<file path="src/sv/psj_pkg.sv">
// psj_pkg: constants, config codes and small helper functions for the pixel scatter jitter core
// no dependencies; used by psj_div, pixel_scatter_jitter_core and the testbench

package psj_pkg;

	// geometry limits
	localparam int MAX_WIDTH   = 1024;
	localparam int STORE_DEPTH = 8192;              // power of two, at least 6*MAX_WIDTH+7
	localparam int STORE_AW    = $clog2(STORE_DEPTH);

	// field and counter widths
	localparam int PIX_W   = 32;
	localparam int JIT_W   = 9;
	localparam int WIDTH_W = 11;                    // frame_width register
	localparam int HEIGHT_W = 16;                   // frame_height register
	localparam int POS_W   = 26;                    // frame positions, up to width*height
	localparam int LAG_W   = 12;                    // 3*width+3 and pending count
	localparam int OFF_W   = WIDTH_W + 4;           // signed neighbour offset
	localparam int CFG_IDX_W = 2;
	localparam int CFG_DATA_W = 16;
	localparam int MAX_LAG = 3 * MAX_WIDTH + 3;

	// configuration register indexes
	localparam logic [CFG_IDX_W-1:0] CFG_ENABLED = 2'd0;
	localparam logic [CFG_IDX_W-1:0] CFG_WIDTH   = 2'd1;
	localparam logic [CFG_IDX_W-1:0] CFG_HEIGHT  = 2'd2;

	// item operations
	localparam logic OP_PIXEL = 1'b0;
	localparam logic OP_FLUSH = 1'b1;

	// register reset values
	localparam logic [WIDTH_W-1:0]  RST_WIDTH  = 11'd640;
	localparam logic [HEIGHT_W-1:0] RST_HEIGHT = 16'd480;
	localparam logic [POS_W-1:0]    RST_FSIZE  = 26'd307200;
	localparam logic [LAG_W-1:0]    RST_LAG    = 12'd1923;

	// width clamped to 1..MAX_WIDTH
	function automatic logic [WIDTH_W-1:0] eff_width(input logic [WIDTH_W-1:0] v);
		logic [WIDTH_W-1:0] r;
		r = v;
		if (v == '0)
			r = WIDTH_W'(1);
		else if (v > WIDTH_W'(MAX_WIDTH))
			r = WIDTH_W'(MAX_WIDTH);
		return r;
	endfunction

	// height raised to at least eight rows
	function automatic logic [HEIGHT_W-1:0] eff_height(input logic [HEIGHT_W-1:0] v);
		return (v < HEIGHT_W'(8)) ? HEIGHT_W'(8) : v;
	endfunction

	// 3-bit jitter code to a step of -3..3 (v-4, negatives raised by one)
	function automatic logic signed [2:0] jit_step(input logic [2:0] v);
		return (v < 3'd4) ? 3'(v - 3'd3) : 3'(v - 3'd4);
	endfunction

endpackage

</file>
<file path="src/sv/psj_div.sv">
// psj_div: restoring divider, one quotient bit per cycle, splits a position into row and column
// depends on psj_pkg for widths

module psj_div (
	input  logic                         clk,
	input  logic                         arst_n,
	input  logic                         start,
	input  logic [psj_pkg::POS_W-1:0]    dividend,
	input  logic [psj_pkg::WIDTH_W-1:0]  divisor,
	output logic                         done,
	output logic [psj_pkg::POS_W-1:0]    quotient,
	output logic [psj_pkg::WIDTH_W-1:0]  remainder
);

	localparam int CNT_W = $clog2(psj_pkg::POS_W);

	logic                         run_q;
	logic                         done_q;
	logic [CNT_W-1:0]             cnt_q;
	logic [psj_pkg::POS_W-1:0]    quo_q;
	logic [psj_pkg::WIDTH_W-1:0]  rem_q;
	logic [psj_pkg::WIDTH_W:0]    trial;
	logic [psj_pkg::WIDTH_W:0]    diff;
	logic                         ge;
	logic                         last_step;

	// one trial subtraction per cycle
	always_comb begin
		trial     = {rem_q, quo_q[psj_pkg::POS_W-1]};
		diff      = trial - {1'b0, divisor};
		ge        = trial >= {1'b0, divisor};
		last_step = cnt_q == CNT_W'(psj_pkg::POS_W - 1);
	end

	// sequencing
	always_ff @(posedge clk or negedge arst_n) begin
		if (!arst_n) begin
			run_q  <= 1'b0;
			done_q <= 1'b0;
			cnt_q  <= '0;
		end else begin
			done_q <= run_q && last_step && !start;
			if (start) begin
				run_q <= 1'b1;
				cnt_q <= '0;
			end else if (run_q) begin
				cnt_q <= cnt_q + CNT_W'(1);
				if (last_step)
					run_q <= 1'b0;
			end
		end
	end

	// dividend shifts out as quotient bits shift in
	always_ff @(posedge clk) begin
		if (start) begin
			quo_q <= dividend;
			rem_q <= '0;
		end else if (run_q) begin
			quo_q <= {quo_q[psj_pkg::POS_W-2:0], ge};
			rem_q <= ge ? diff[psj_pkg::WIDTH_W-1:0] : trial[psj_pkg::WIDTH_W-1:0];
		end
	end

	assign done      = done_q;
	assign quotient  = quo_q;
	assign remainder = rem_q;

endmodule

</file>
<file path="config.mk">
export PLATFORM = sky130hd
export DESIGN_NAME = psj_div
export DESIGN_NICKNAME = d
export VERILOG_FILES = /design/src/sv/psj_pkg.sv /design/src/sv/psj_div.sv
export SDC_FILE = /design/constraint.sdc
export NUM_CORES = 1
export LEC_CHECK = 0
export BUFFER_PORTS_ARGS = -buffer_cell sky130_fd_sc_hd__buf_2
export CORE_MARGIN = 10
export CORE_UTILIZATION = 45
export DETAILED_ROUTE_END_ITERATION = 7
export PLACE_DENSITY = 0.74
export SETUP_SLACK_MARGIN = 0.3
export SLEW_MARGIN = 25
export SYNTH_ARGS = -nofsm -noshare
export SYNTH_HDL_FRONTEND = slang
export SYNTH_SLANG_ARGS = --single-unit
</file>
<file path="constraint.sdc">
create_clock -name clk -period 2 [get_ports clk]
set_input_delay 0.2 -clock clk [delete_from_list [all_inputs] [get_ports clk]]
set_output_delay 0.2 -clock clk [all_outputs]
set_load 0.02 [all_outputs]
</file>
# Yosys cells after proc, flatten, opt, wreduce, memory -nomap -nowiden
# Cells that the tools add are included.
[word_totals]
regBits = 44
inputBits = 40
output_inout_bits = 38
[op_classes]
n_addsub = 2
n_lt_le_gt_ge = 1
eq_ne = 1
muxes = 8
n_reduce_logical = 4
[ops]
columns = ["operator", "count"]
rows = [
  ["26-bit two-way mux", 2],
  ["12-bit by 11-bit greater-or-equal comparator with 1-bit output", 1],
  ["11-bit two-way mux", 1],
  ["11-bit subtractor", 1],
  ["5-bit two-way mux", 2],
  ["5-bit by 1-bit adder with 5-bit output, second input constant", 1],
  ["5-bit equality test, second input constant", 1],
  ["1-bit two-way mux", 3],
  ["1-bit logical AND", 2],
  ["2-bit nonzero test", 1],
  ["1-bit zero test", 1],
]

# Longest topological paths before layout
# Gate-level depths: netlist of run 1.
[depth]
word_depth = 4
ltp_mapped = 10
ltp_nobuf = 9

# Least setup slack after synthesis of run 1
# No wires, ideal clock.
[synth_timing]
path_type = "register to register"
from = "register quo_q (netlist bit quotient[25])"
to = "register rem_q (netlist bit remainder[0])"
setup_time_ps = 79
t_arrival_ps = 2259
path_slack_ps = -339
stages_incl_launch_ff = 10
path_buffers = 0
period_less_slack_ps = 2339
cell_sequence = "edfxtp_1 -> inv_1 -> ha_1 -> fa_1 -> nor2b_1 -> o31a_1 -> o21ai_2 -> o21ai_2 -> mux2_4 -> a211oi_2"
[synth_between]
elab_chain_len = 2
[synth_lines]
columns = ["element", "line_no", "text"]
rows = [
  ["from (decl)", "psj_div.sv:20", "logic [psj_pkg::POS_W-1:0] quo_q;"],
  ["from (signal assigned)", "psj_div.sv:57", "quo_q <= dividend;"],
  ["from (signal assigned)", "psj_div.sv:60", "quo_q <= {quo_q[psj_pkg::POS_W-2:0], ge};"],
  ["11-bit subtractor or 12-bit by 11-bit greater-or-equal comparator with 1-bit output (tied branches)", "psj_div.sv:30, psj_div.sv:31", ""],
  ["11-bit two-way mux (*)", "psj_div.sv:61", "rem_q <= ge ? diff[psj_pkg::WIDTH_W-1:0] : trial[psj_pkg::WIDTH_W-1:0];"],
  ["to (signal assigned)", "psj_div.sv:61", ""],
  ["to (decl)", "psj_div.sv:21", "logic [psj_pkg::WIDTH_W-1:0] rem_q;"],
]
# Every way passes the cells marked *; elsewhere a longest branch is shown, timed or not.
# A chain may end at the register's enable or synchronous reset.

# Worst setup path in the final report of run 1
# Same ends and word-level chain as after synthesis.

==> impl_results.md, run 1 <==
* Critical Path Fanout Max at 4
* Critical Path AT at between 2000 and 2500 ps
* WL final at roughly 6.5 mm
* RSZ-0062 raised after global routing: true
* GRT overflow at 0
* Worst slew margin at 0.601
* Worst setup SP type: register
* Layout area overhead at 39.2%
* CTS max path bufs at 2
* Synth Area in Compound Gates at 0.110
* Syn nets at 276
* Most common cell after layout, fill and taps aside: buf_2
* Drt wl/cell at ~16 um
* Syn Inst Count at approximately 220
* H-Tree Depth at 2
* HPWL after detailed placement at between 4 and 5 mm
* Ys Warns at 0
* Vias per cell at ~5.2
* Post-layout util at 0.641
* DR iter-0 viols at 73
* Synth area leader: edfxtp_1
* Largest family of logic cells by synthesized area: multiplexers
* Worst reg-to-reg path cell count at 10
* First-pass DRT Iterations at 6
* Final Max Slew Viols at 0
* Filler cells at approximately 450
* Hold path startpoint: dividend[21]
* WHS at between 200 and 250 ps
* CTS tree: yes
* Fmax at approximately 450 MHz
* CTS Buf Count at 5
* Async set-or-reset flop fraction in the synthesized netlist at 0.159
* Site row count at 27
* Die Height at about 95 um
* Worst skew pair latency at 290 ps
* Initial Utilization at 0.460
* Leak Pwr at about 1.6 nW
* Worst-margin pin slew at 599 ps
* Die W at 94.8 um
* Layout cells sized above 1 at 0.523
* Worst path required time at around 2200 ps
* Mapped Area at 2520 sq um
* Post-Synth XOR/XNOR Area at 0.0313
* Placer Congestion at just over 0.9
* Synth Flop Type: edfxtp_1
* Worst hold path stage count at 2
* Period utilization at 1.11
* Final min period at between 2000 and 2500 ps
* CP Capture Type: register
* Worst VDD drop at roughly 0.44 mV
* Most frequent cells in the layout: 77 x buf_2, 40 x buf_4, 26 x mux2_2, 26 x edfxtp_1, 20 x nor2_1
* Clk sink count at 44
* Largest net degree at the start of global routing at 47
* Via count at ~2100
* Synth top area share at 0.310
* Post-synth EDFFs at 26
* Yosys cell types at between 40 and 50
* Reg2Reg Capture Point: remainder[0]
* Post-route ant nets at 0
* Adder-cell share of the synthesized area at 0.0725
* Mux cell area share after synthesis at 0.150
* Core area at approximately 5500 sq um
* Seq cells post-synth at 44
* Fin nets at 395
* Final Hold Viols at 0
* Max Cap Viol at 0
* Hold WC Path Type: primary input to register
* # setup viols final at 12
* Simple-gate area share of the yosys netlist at 0.127
* PD cells at around 1100 nW/um^2
* Die area at ~9000 sq um
* Failing checks: setup timing
* # IOs at 78
* Clock root buffer: clkbuf_8
* Total track usage at 0.139
* Status: finished, violations left
* Ant diodes at 0
* Worst Slack Setup Final at -218 ps
* Buffers on Ports at a little under 80
* Setup skew after layout at between 3 and 4 ps
* Hold Path End: quotient[21]
* R2R setup slack at -220 ps
* Main area contributors after synthesis: edfxtp_1 31%, mux2_2 12%, dfxtp_1 8.7%
* Number of global-route vias before repair at around 2100
* Worst Path Class, Setup: register to register
* Sequential fraction of the synthesis area at 0.467
* Drc violations at 0
* Avg Cell Area, Syn at 11.4 sq um
* R2r startpoint: quotient[25]
* Global-route wire length before repair at ~10 mm
* Clk slew on worst S/H paths at approximately 80 ps
* Initial antenna violation count at 0
## cells by family after synthesis
logic type	Yosys count
AOI/OAI and AO/OA	39
xor gates and xnor gates	9
adders and majority gates	14
buffers and inverters	26
DFF	44
muxes	34
and+or+nand+nor	56
## layout make-up
class / count / area (sq um) / area share
Clock buffer: 6 / 82.6 / 0.0235
Timing Repair Buffer: 122 / 753 / 0.215
Multi-Input combinational cell: 152 / 1310 / 0.372
Sequential cell: 44 / 1180 / 0.335
Inverter: 16 / 61.3 / 0.0175
Tap cell: 72 / 90.1 / 0.0257
Clock inverter: 2 / 38.8 / 0.0111
## layer usage
metal	wire length [um]	GRT usage
met5	0	0
met1	2550	0.159
met2	3500	0.251
met4	77	0.0436
met3	343	0.0285
## registers in the layout, summed over array words and instances, names as in the netlist
signal     cells
cnt_q          5
run_q          1
quotient      26
done           1
remainder     11
## critical path: stages, from the launching register on
cell and delay (ps):
edfxtp_1 380, inv_2 60, ha_4 160, fa_2 340, nor2b_2 130, o31a_1 160, o21ai_2 70, o21ai_2 200
buf_4 160, mux2_4 290, a211oi_2 200
## report_power, final
part,switching [mW],internal (mW)
Combinational,0.978,1.01
Clock,0.316,0.409
Sequential,0.0844,1.12
## worst max path at each step
stage,from,endpoint,slack [ps],cells past startpoint
2_1_floorplan,quotient[25],quotient[0],-320,9
4_1_cts,quotient[25],remainder[0],-270,10
3_5_place_dp,quotient[25],remainder[0],-270,10
6_report,quotient[25],remainder[0],-220,10
5_1_grt,quotient[25],remainder[10],-390,11
3_3_place_gp,quotient[25],remainder[0],-170,10
## cell usage after synthesis, types with 2 or more instances
cell / number
dfxtp_1: 11
a211oi_1: 8
edfxtp_1: 26
a21oi_1: 4
nor2b_1: 2
nand3_1: 5
xnor2_1: 6
clkbuf_1: 4
nor2_1: 20
ha_1: 13
o22ai_1: 2
or3_2: 3
nand2b_1: 4
mux2i_1: 7
o211ai_1: 2
mux2_2: 26
buf_1: 4
nand2_1: 7
nand4_1: 3
xor2_1: 3
dfrtp_1: 7
o21a_1: 2
a311oi_1: 2
nor3b_1: 2
o21ai_2: 2
inv_1: 15
o31a_1: 2
o21ai_0: 10
o2111ai_1: 2
## repair_timing
action,in CTS,in global routing
setup buffers,5,2
resized for setup,13,6
hold buffers,1,0
setup endpoints to repair,12,12
pin swaps,14,8
endpoints found under the hold margin,7,0
gates cloned,0,0
## metrics by stage
stage	TNS [ps]	instances	power [mW]	worst slack (ps)	cell area, sq um
6_report	-1880	414	3.92	-218	3510
3_5_place_dp	-2190	398	2.98	-270	3240
2_1_floorplan	-3140	222	2.30	-319	2520
4_1_cts	-2550	412	3.89	-272	3460
5_1_grt	-3610	414	4.14	-388	3510
3_3_place_gp	-1270	398	2.95	-174	3240
(Power assumes the default switching activity.)
==> inputs of run 2 (changes only) <==
GPL_TIMING_DRIVEN = 0   (was unset)
REMOVE_ABC_BUFFERS = 1   (was unset)
==> run 2 against run 1 <==
Compared with the run above:
- the run still ends with setup timing left
- largest power group unchanged
- routed wire length shrank 7.8%
- utilization shrank 4.9 points
- worst hold slack lost 4.2 ps
- via count decreased by 8.0%
- die area unchanged
- critical path depth down 1
- maximum frequency decreased by 1.8%
- combinational power shrank 20%
- cell count shrank 8.5%
- clock-buffer cell count decreased by 1
- global-route usage fell by 0.86 points
==> impl_results.md, run 2 (same netlist as run 1, synthesis figures left out) <==
* Fin nets at 360
* Largest register FFs at 26
* Final min period at between 2000 and 2500 ps
* PD cells at 1090 nW/um^2
* Layout area overhead at 28.6%
* GRT overflow at 0
* Most used routing layer: met2
* Fmax at approximately 440 MHz
* CP Capture Type: register
* CTS tree: yes
* GR Util met1 at 0.145
* Initial Utilization at 0.460
* Die Height at 94.8 um
* Failing checks: setup timing
* CTS max path bufs at 2
* Global-route wire length before repair at roughly 9.4 mm
* Worst Slack Setup Final at -259 ps
* Worst VDD drop at approximately 0.52 mV
* WL final at 5.96 mm
* Die W at between 90 and 100 um
* Hold WC Path Type: primary input to register
* CP Cell Sequence: inv_2, ha_4, fa_2, nor2b_2, o31a_1, o21ai_4, o21ai_4, mux2_4, a211oi_2
* Via count at between 1500 and 2000
* GR Util met3 at 0.0404
* Die area at 8990 sq um
* Worst path required time at about 2200 ps
* Worst Path Class, Setup: register to register
* Number of global-route vias before repair at just over 2000
* Slowest-stage cell, CP: edfxtp_1
* Worst-margin pin slew at slightly below 1000 ps
* DR iter-0 viols at a little over 100
* Final Hold Viols at 0
* # IOs at 78
* Total Power at about 3.5 mW
* H-Tree Depth at 2
* Status: finished, violations left
* Largest net degree at the start of global routing at 48
* RSZ-0062 raised after global routing: true
* Setup skew after layout at approximately 7.8 ps
* Critical Path AT at between 2000 and 2500 ps
* Period utilization at 1.13
* Post-route ant nets at 0
* TNS Setup at -2610 ps
* Drc violations at 0
* Initial antenna violation count at 0
* Placer Congestion at between 0.8 and 0.9
* Total track usage at 0.130
* Core area at around 5500 sq um
* # setup viols final at 12
* Clk sink count at 44
* Crit path largest cell delay at approximately 370 ps
* Layout cells sized above 1 at 0.485
* HPWL after detailed placement at about 4.3 mm
* Buffers on Ports at 77
* Most common cell after layout, fill and taps aside: buf_2
* Drt wl/cell at ~16 um
* Critical Path Fanout Max at 8
* Leak Pwr at around 1.4 nW
* M2 GR Usage at 0.227
* CTS Buf Count at 5
* Most frequent CP cell: o21ai_4
* Clk slew on worst S/H paths at roughly 90 ps
* Max Cap Viol at 0
* Worst skew pair latency at about 300 ps
* Worst slew margin at 0.359
* Most frequent cells in the layout: 77 x buf_2, 26 x mux2_2, 26 x edfxtp_1
* Clock root buffer: clkbuf_8
* Vias per cell at roughly 5.2
* Ant diodes at 0
* First-pass DRT Iterations at 4
* Worst setup SP type: register
* Final Max Slew Viols at 0
* Site row count at 27
-- run 2: report_power, final --
part / total, mW / switching (mW) / leakage [nW] / internal (mW)
Combinational: 1.60 / 0.828 / 0.919 / 0.769
Sequential: 1.24 / 0.116 / 0.459 / 1.13
Clock: 0.686 / 0.315 / 0.0558 / 0.370
-- run 2: stage by stage --
step,setup WS [ps],util,hold slack (ps),instances,cell area [sq um]
floorplan,-582,-,-95.6,212,2470
global placement,-766,0.539,38.3,361,2950
detailed placement,-791,0.539,40.8,361,2950
CTS,-342,0.584,184,378,3200
global route,-390,0.592,189,379,3240
finish,-259,0.592,198,379,3240
-- run 2: critical path: cells and delay by family, from the launching register on --
kind	cells	cell delay (ps)
buffers and inverters	1	60
DFF	1	370
muxes	1	350
AOI/OAI and AO/OA	4	760
and+or+nand+nor	1	140
adders and majority gates	2	510
-- run 2: worst paths after layout --
check	slack, ps	cells after the start	start	endpoint
worst min register to register	510	2	remainder[2]	remainder[2]
worst max-delay path	-260	9	quotient[25]	remainder[0]
max in group asynchronous	1580	2	arst_n	run_q
worst max register to register	-260	9	quotient[25]	remainder[0]
min in group asynchronous	260	2	arst_n	run_q
worst min-delay path	200	2	dividend[1]	quotient[1]
-- run 2: layout make-up --
cell class | instances | area, sq um
well taps | 72 | 90.1
fillers | 481 | 2230
repair buffers | 87 | 470
inverters | 16 | 62.6
clock inverters | 3 | 42.5
multi-input cells | 152 | 1320
flip-flops and latches | 44 | 1180
clock buffers | 5 | 68.8
-- run 2: what timing repair did --
action | 4_1_cts | 5_1_grt
hold buffers | 1 | 0
pin swaps | 10 | 8
endpoints found under the setup margin | 38 | 38
gates resized for setup | 15 | 12
buffers inserted | 8 | 1
hold endpoints to repair | 7 | 0
-- run 2: metal layers --
metal  vias up  part of all wire  wire (um)
met5         -                 0          0
met4         0             0.014         81
met3         7             0.063        378
met2        43              0.53       3150
met1       935              0.39       2350
li1        983                 -          -
